## src/rtl/spq_pkg.sv

```systemverilog
`timescale 1ns / 1ps
package spq_pkg;

	localparam int CAPACITY = 16;
	localparam int CNT_W    = $clog2(CAPACITY + 1);

	localparam logic OP_INSERT = 1'b0;
	localparam logic OP_SERVE  = 1'b1;

	typedef enum logic [1:0] {
		ST_INSERTED = 2'd0,
		ST_SERVED   = 2'd1,
		ST_EMPTY    = 2'd2,
		ST_FULL     = 2'd3
	} status_t;

	// controller -> datapath
	typedef struct packed {
		logic    load;    // capture a result into the output register
		logic    insert;  // place the new entry into the slots
		logic    serve;   // pop the head slot
		status_t code;    // status to report
	} spq_cmd_t;

	// datapath -> controller
	typedef struct packed {
		logic             empty;
		logic             full;
		logic [CNT_W-1:0] count;
	} spq_stat_t;

endpackage

```

## src/rtl/spq_ctrl.sv

```systemverilog
`timescale 1ns / 1ps
module spq_ctrl import spq_pkg::*; (
	input  logic      clk,
	input  logic      arst_n,
	input  logic      in_valid,
	output logic      in_stall,
	input  logic      opcode,
	output logic      out_valid,
	input  logic      out_stall,
	input  spq_stat_t stat,
	output spq_cmd_t  cmd
);

	typedef enum logic [1:0] {
		S_IDLE = 2'b01,
		S_HOLD = 2'b10
	} state_t;

	state_t state_q;
	state_t state_d;
	logic   accept;

	// a new transfer is taken whenever the output register is free or drains now
	assign in_stall  = (state_q == S_HOLD) && out_stall;
	assign accept    = in_valid && !in_stall;
	assign out_valid = (state_q == S_HOLD);

	always_comb begin
		cmd.load   = accept;
		cmd.insert = 1'b0;
		cmd.serve  = 1'b0;
		cmd.code   = ST_INSERTED;
		if (opcode == OP_INSERT) begin
			if (stat.full) begin
				cmd.code = ST_FULL;
			end else begin
				cmd.code   = ST_INSERTED;
				cmd.insert = accept;
			end
		end else begin
			if (stat.empty) begin
				cmd.code = ST_EMPTY;
			end else begin
				cmd.code  = ST_SERVED;
				cmd.serve = accept;
			end
		end
	end

	always_comb begin
		state_d = state_q;
		unique case (state_q)
			S_IDLE: begin
				if (accept) state_d = S_HOLD;
			end
			S_HOLD: begin
				if (!out_stall && !accept) state_d = S_IDLE;
			end
			default: state_d = S_IDLE;
		endcase
	end

	always_ff @(posedge clk or negedge arst_n) begin
		if (!arst_n) begin
			state_q <= S_IDLE;
		end else begin
			state_q <= state_d;
		end
	end

endmodule

```

## src/rtl/spq_datapath.sv

```systemverilog
`timescale 1ns / 1ps
module spq_datapath import spq_pkg::*; (
	input  logic               clk,
	input  logic               arst_n,
	input  spq_cmd_t           cmd,
	input  logic signed [31:0] entry_id,
	input  logic signed [31:0] urgency,
	output spq_stat_t          stat,
	output logic        [1:0]  status,
	output logic signed [31:0] served_id
);

	logic signed [31:0] id_q  [CAPACITY];
	logic signed [31:0] urg_q [CAPACITY];
	logic [CNT_W-1:0]   count_q;
	status_t            status_q;
	logic signed [31:0] served_id_q;

	logic               keep [CAPACITY];
	logic signed [31:0] id_d  [CAPACITY];
	logic signed [31:0] urg_d [CAPACITY];

	assign stat.count = count_q;
	assign stat.empty = (count_q == '0);
	assign stat.full  = (count_q == CNT_W'(CAPACITY));

	// slots stay sorted, so "keep" is a prefix; the first slot that drops it takes
	// the new entry and every slot behind it moves back by one
	always_comb begin
		keep[0] = !(stat.empty || (urgency > urg_q[0]));
		for (int i = 1; i < CAPACITY; i++) begin
			keep[i] = keep[i-1] && (CNT_W'(i) < count_q) && (urg_q[i] > urgency);
		end
		for (int i = 0; i < CAPACITY; i++) begin
			id_d[i]  = id_q[i];
			urg_d[i] = urg_q[i];
		end
		if (cmd.insert) begin
			id_d[0]  = keep[0] ? id_q[0]  : entry_id;
			urg_d[0] = keep[0] ? urg_q[0] : urgency;
			for (int i = 1; i < CAPACITY; i++) begin
				if (!keep[i]) begin
					id_d[i]  = keep[i-1] ? entry_id : id_q[i-1];
					urg_d[i] = keep[i-1] ? urgency  : urg_q[i-1];
				end
			end
		end else if (cmd.serve) begin
			for (int i = 0; i < CAPACITY - 1; i++) begin
				id_d[i]  = id_q[i+1];
				urg_d[i] = urg_q[i+1];
			end
		end
	end

	always_ff @(posedge clk) begin
		for (int i = 0; i < CAPACITY; i++) begin
			id_q[i]  <= id_d[i];
			urg_q[i] <= urg_d[i];
		end
		if (cmd.load) begin
			status_q    <= cmd.code;
			served_id_q <= cmd.serve ? id_q[0] : 32'sd0;
		end
	end

	always_ff @(posedge clk or negedge arst_n) begin
		if (!arst_n) begin
			count_q <= '0;
		end else if (cmd.insert) begin
			count_q <= count_q + CNT_W'(1);
		end else if (cmd.serve) begin
			count_q <= count_q - CNT_W'(1);
		end
	end

	assign status    = status_q;
	assign served_id = served_id_q;

endmodule

```

## src/rtl/sorted_priority_queue_core.sv

```systemverilog
`timescale 1ns / 1ps
// channel | handshake            | payload
// --------+----------------------+-----------------------------------------
// in      | in_valid / in_stall  | opcode, entry_id, urgency
// out     | out_valid / out_stall| status, served_id
//
// Each transfer in is executed in the cycle it is accepted: all slots compare
// against the new urgency in parallel and shift in one step, and the result is
// captured in the output register. One item per cycle while out drains.
// Reset (arst_n low) empties the queue and the output register; slot contents
// are not cleared, only slots below the entry count are ever read.
// in_stall rises only while a result is held and out_stall is high.
module sorted_priority_queue_core import spq_pkg::*; (
	input  logic               clk,
	input  logic               arst_n,
	input  logic               in_valid,
	output logic               in_stall,
	input  logic               opcode,
	input  logic signed [31:0] entry_id,
	input  logic signed [31:0] urgency,
	output logic               out_valid,
	input  logic               out_stall,
	output logic        [1:0]  status,
	output logic signed [31:0] served_id
);

	spq_cmd_t  cmd;
	spq_stat_t stat;

	// sequencing: accept, decide the action and hold the result
	spq_ctrl u_ctrl (
		.clk       (clk),
		.arst_n    (arst_n),
		.in_valid  (in_valid),
		.in_stall  (in_stall),
		.opcode    (opcode),
		.out_valid (out_valid),
		.out_stall (out_stall),
		.stat      (stat),
		.cmd       (cmd)
	);

	// slot shift register, entry count and output register
	spq_datapath u_dp (
		.clk       (clk),
		.arst_n    (arst_n),
		.cmd       (cmd),
		.entry_id  (entry_id),
		.urgency   (urgency),
		.stat      (stat),
		.status    (status),
		.served_id (served_id)
	);

`ifndef NO_ASSERTIONS
	// never hold more entries than slots
	a_count_bound: assert property (@(posedge clk) disable iff (!arst_n)
		stat.count <= CNT_W'(CAPACITY))
		else $error("entry count above capacity");

	// only a served result carries an id
	a_id_zero: assert property (@(posedge clk) disable iff (!arst_n)
		(out_valid && status != ST_SERVED) |-> served_id == 32'sd0)
		else $error("nonzero served_id without serve");

	// serve on an empty queue reports empty
	a_serve_empty: assert property (@(posedge clk) disable iff (!arst_n)
		(in_valid && !in_stall && opcode == OP_SERVE && stat.empty)
		|=> (out_valid && status == ST_EMPTY))
		else $error("empty serve not reported");

	// a dropped insert leaves the count unchanged
	a_full_drop: assert property (@(posedge clk) disable iff (!arst_n)
		(in_valid && !in_stall && opcode == OP_INSERT && stat.full)
		|=> ($stable(stat.count) && status == ST_FULL))
		else $error("insert into full queue changed state");
`endif

endmodule

```

## config.mk

```make
export PLATFORM = sky130hd
export DESIGN_NAME = sorted_priority_queue_core
export DESIGN_NICKNAME = d
export VERILOG_FILES = /design/src/rtl/spq_pkg.sv /design/src/rtl/spq_ctrl.sv /design/src/rtl/spq_datapath.sv /design/src/rtl/sorted_priority_queue_core.sv
export SDC_FILE = /design/constraint.sdc
export NUM_CORES = 2
export LEC_CHECK = 0
export ABC_CLOCK_PERIOD_IN_PS = 6790
export BUFFER_PORTS_ARGS = -buffer_cell sky130_fd_sc_hd__buf_2
export CAP_MARGIN = 20
export CORE_ASPECT_RATIO = 1.2
export CORE_UTILIZATION = 38
export DETAILED_ROUTE_END_ITERATION = 10
export HOLD_SLACK_MARGIN = 0.06
export SETUP_SLACK_MARGIN = 0.02
export SYNTH_ARGS = -nofsm -noshare
export SYNTH_HDL_FRONTEND = slang
export SYNTH_HIERARCHICAL = 1
export SYNTH_SLANG_ARGS = --single-unit
```

## constraint.sdc

```tcl
create_clock -name clk -period 6.79 [get_ports clk]
set_clock_uncertainty 0.05 [all_clocks]
set_input_delay 0.679 -clock clk [delete_from_list [all_inputs] [get_ports clk]]
set_output_delay 0.679 -clock clk [all_outputs]
set_load 0.005 [all_outputs]
```

==> results_dict.tcl <==
set metrics [dict create \
    vias 54600 \
    p_per_area_mw_per_mm2 341 \
    max_stage_delay_ns 0.67 \
    dr.pass1.iters 8 \
    rows 167 \
    ys_seq_area_share_pct 48.2 \
    h-tree-depth 4 \
    wl_per_cell_um 25.7 \
    place.gp.congestion 0.937 \
    vdd_ir_drop_max_uv 267 \
    whs_path_depth 3 \
    ff2ff_path_depth 12 \
    die_x_um 383 \
    cts.path.max_buffers 3 \
    failed_checks "DRC" \
    grt_pass1_wl_um 338000 \
    outcome "complete, but fails checks" \
    grt_max_degree 191 \
    hpwl_um 149000 \
    synth_edf_count 1058 \
    power.total_mw 25.1 \
    drive_gt1_share_pct 9.07 \
    antenna_found_initial 12 \
    clk_pin_slew_ns 0.05 \
    grt_pass1_vias 53500 \
    path_cells "buf_2, inv_1, buf_4, ha_1, nand4_1, nor3_1, o221ai_1, o2bb2ai_1, o41ai_1, clkbuf_2, mux2i_4, nand4_1, or4_4, o31a_2, buf_4" \
    grt_overflow 0 \
    synth.avg_cell_area_um2 10.1 \
    drtIter0Drc 6031 \
    worst_slack_ns 1.31 \
    finalSetupViolCount 0 \
    whs_ns 0.230 \
    hold_path.startpoint "out_stall" \
    cts_root_buffer "clkbuf_16" \
    end_kind "register" \
    startpoint "urgency[15]" \
    io_buffer_count 104 \
    startpoint_type "input pin" \
    worstMarginPinSlew_ns 1.18 \
    cts_tree "built" \
    areaGrowthSynthToFinish_pct 11.0 \
    path_class "in2reg" \
    r2r_start "u_dp/urg_q[1][108]$_DFFE_PP_" \
    die_h_um 459 \
    synth_seq_cells 1065 \
    layout.cells.non_filler 8748 \
    yosysUniqueCellTypes 78 \
    layout.nets 6942 \
    path_max_fanout 44 \
    postSynthCellCount 6562 \
    cts_setup_buffers 0 \
    io_pins 105 \
    clkSinkCount 1065 \
    arrival_ns 5.85 \
    synth_warnings 6 \
    grt.total_usage_pct 24.8 \
    clk_latency_ns 0.78 \
    dp_slack_ns 0.680 \
    fill_cells 16500 \
    dpl_cell_area_mm2 0.0694 \
    drc 4 \
    cp.required_ns 7.15 \
    initial_core_util_pct 38.4 \
    maxCapViolations 0 \
    ant_nets 0 \
    relSlewSlack_pct 21.6 \
    final_common_cell "edfxtp_1" \
    fin_crit_sh_pct 80.7 \
    finalHoldViolCount 0 \
    slowest_stage "nor3_1" \
    fmax_mhz 182 \
    syn-num-nets 7146 \
    p_leak_nw 26.7 \
    period_minus_slack_ns 5.48 \
    totalWireLength_um 225000 \
    min-delay-path-class "in2reg" \
    numCtsBuffers 131 \
    syn-cell-area_mm2 0.0663 \
    final_cell_mix "edfxtp_1, nor2_1, a21oi_1" \
    synthFlopType "edfxtp_1" \
    fp.dieArea_mm2 0.176 \
    vias_per_cell 6.24 \
    design_area_mm2 0.0736 \
    rsz0062_at_grt "false" \
    slew_viol_final 0 \
    fp.coreArea_mm2 0.173 \
    dpl.cell_count 8503 \
    synth-async-reset-ratio_pct 0.657 \
]
critical path, delay by kind of cell:
kind,cells,cell delay (ns)
and+or+nand+nor,4,1.67
buffers and inverters,5,1.58
AOI/OAI and AO/OA,4,1.19
adders and majority gates,1,0.33
muxes,1,0.31
synth_stat cells, types with 4 or more instances:
cell	count	area, um^2
a2111oi_0	4	35.0
a211o_1	4	35.0
a211oi_1	26	195
a21boi_0	6	45.0
a21o_1	62	465
a21oi_1	700	3500
a221o_1	10	100
a221oi_1	8	70.1
a31o_2	4	35.0
a31oi_1	496	3100
and2_1	39	244
and3_1	11	68.8
and4_1	15	131
buf_1	28	105
buf_2	22	110
buf_6	4	45.0
clkbuf_1	557	2090
dfrtp_1	6	150
edfxtp_1	1058	31800
ha_1	515	6440
inv_1	131	492
mux2_1	37	417
mux2_2	85	957
mux2i_1	384	3840
nand2_1	252	946
nand2b_1	9	56.3
nand3_1	122	611
nand4_1	313	1960
nor2_1	928	3480
nor2b_1	23	144
nor3_1	29	145
nor4_1	24	150
o211ai_1	25	188
o21a_1	11	82.6
o21ai_0	298	1490
o21bai_1	8	60.1
o221ai_1	35	307
o31a_1	6	52.6
o31ai_1	197	1480
o41ai_1	4	35.0
or3_1	7	43.8
xnor2_1	4	35.0
sequential cells by signal (all words and copies together), names as in the netlist:
| name | flops |
|---|---|
| u_dp/id_q | 512 |
| u_dp/status | 2 |
| u_ctrl/state_q | 2 |
| u_dp/served_id | 32 |
| u_dp/count_q | 5 |
| u_dp/urg_q | 512 |
timing repair:
| item | in CTS | in global routing |
|---|---|---|
| gates resized for setup | 0 | 0 |
| hold buffers | 1 | 0 |
| hold endpoints to repair | 7 | 0 |
where the power goes:
| part | total [mW] | leakage (nW) | internal [mW] | switching (mW) |
|---|---|---|---|---|
| combinational | 7.67 | 14.5 | 2.54 | 5.13 |
| clock | 6.96 | 2.01 | 4.02 | 2.94 |
| sequential | 10.4 | 10.1 | 9.26 | 1.16 |
| total | 25.1 | 26.7 | 15.8 | 9.23 |
cell families after synthesis:
family	share of synthesized area (%)
AO/OA/AOI/OAI	17.4
adder cells (fa/ha/maj)	9.72
buffers and inverters	4.32
flip-flops	48.2
multiplexers	7.87
XOR/XNOR	0.0661
AND/OR/NAND/NOR	12.4
metrics by stage:
| step | setup TNS [ns] | util (%) |
|---|---|---|
| after global routing | 0 | 42.6 |
| final | 0 | 42.6 |
| after floorplan | -210.62 | - |
| after detailed placement | 0 | 40.1 |
| after CTS | 0 | 42.5 |
| after global placement | 0 | 40.1 |
worst paths after layout:
check | end | slack, ns
max | u_dp/id_q[1][228]$_DFFE_PP_ | 1.31
max in group asynchronous | u_ctrl/state_q[0]$_DFFE_PN1P_ | 6.11
min | u_ctrl/state_q[0]$_DFFE_PN1P_ | 0.23
min in group asynchronous | u_ctrl/state_q[1]$_DFFE_PN0P_ | 0.29
min reg2reg | u_dp/served_id[19]$_SDFFCE_PN0P_ | 0.51
max reg2reg | u_dp/id_q[1][228]$_DFFE_PP_ | 1.68
final cells by class:
cell class	count	area, um^2	share of cell area, %
clock buffers	169	3480	4.74
diodes	5	12.5	0.0170
multi-input cells	4752	31800	43.2
flip-flops and latches	1065	31900	43.4
clock inverters	68	649	0.883
repair buffers	276	2320	3.16
well taps	2281	2850	3.88
inverters	132	500	0.680
layer usage:
layer,share of wire (%),GRT usage (%)
met4,5.0,11.9
met5,0.024,0
met3,6.5,3.30
met2,48,41.8
met1,40,31.3
No activity file was read; power rests on OpenSTA's default activity.
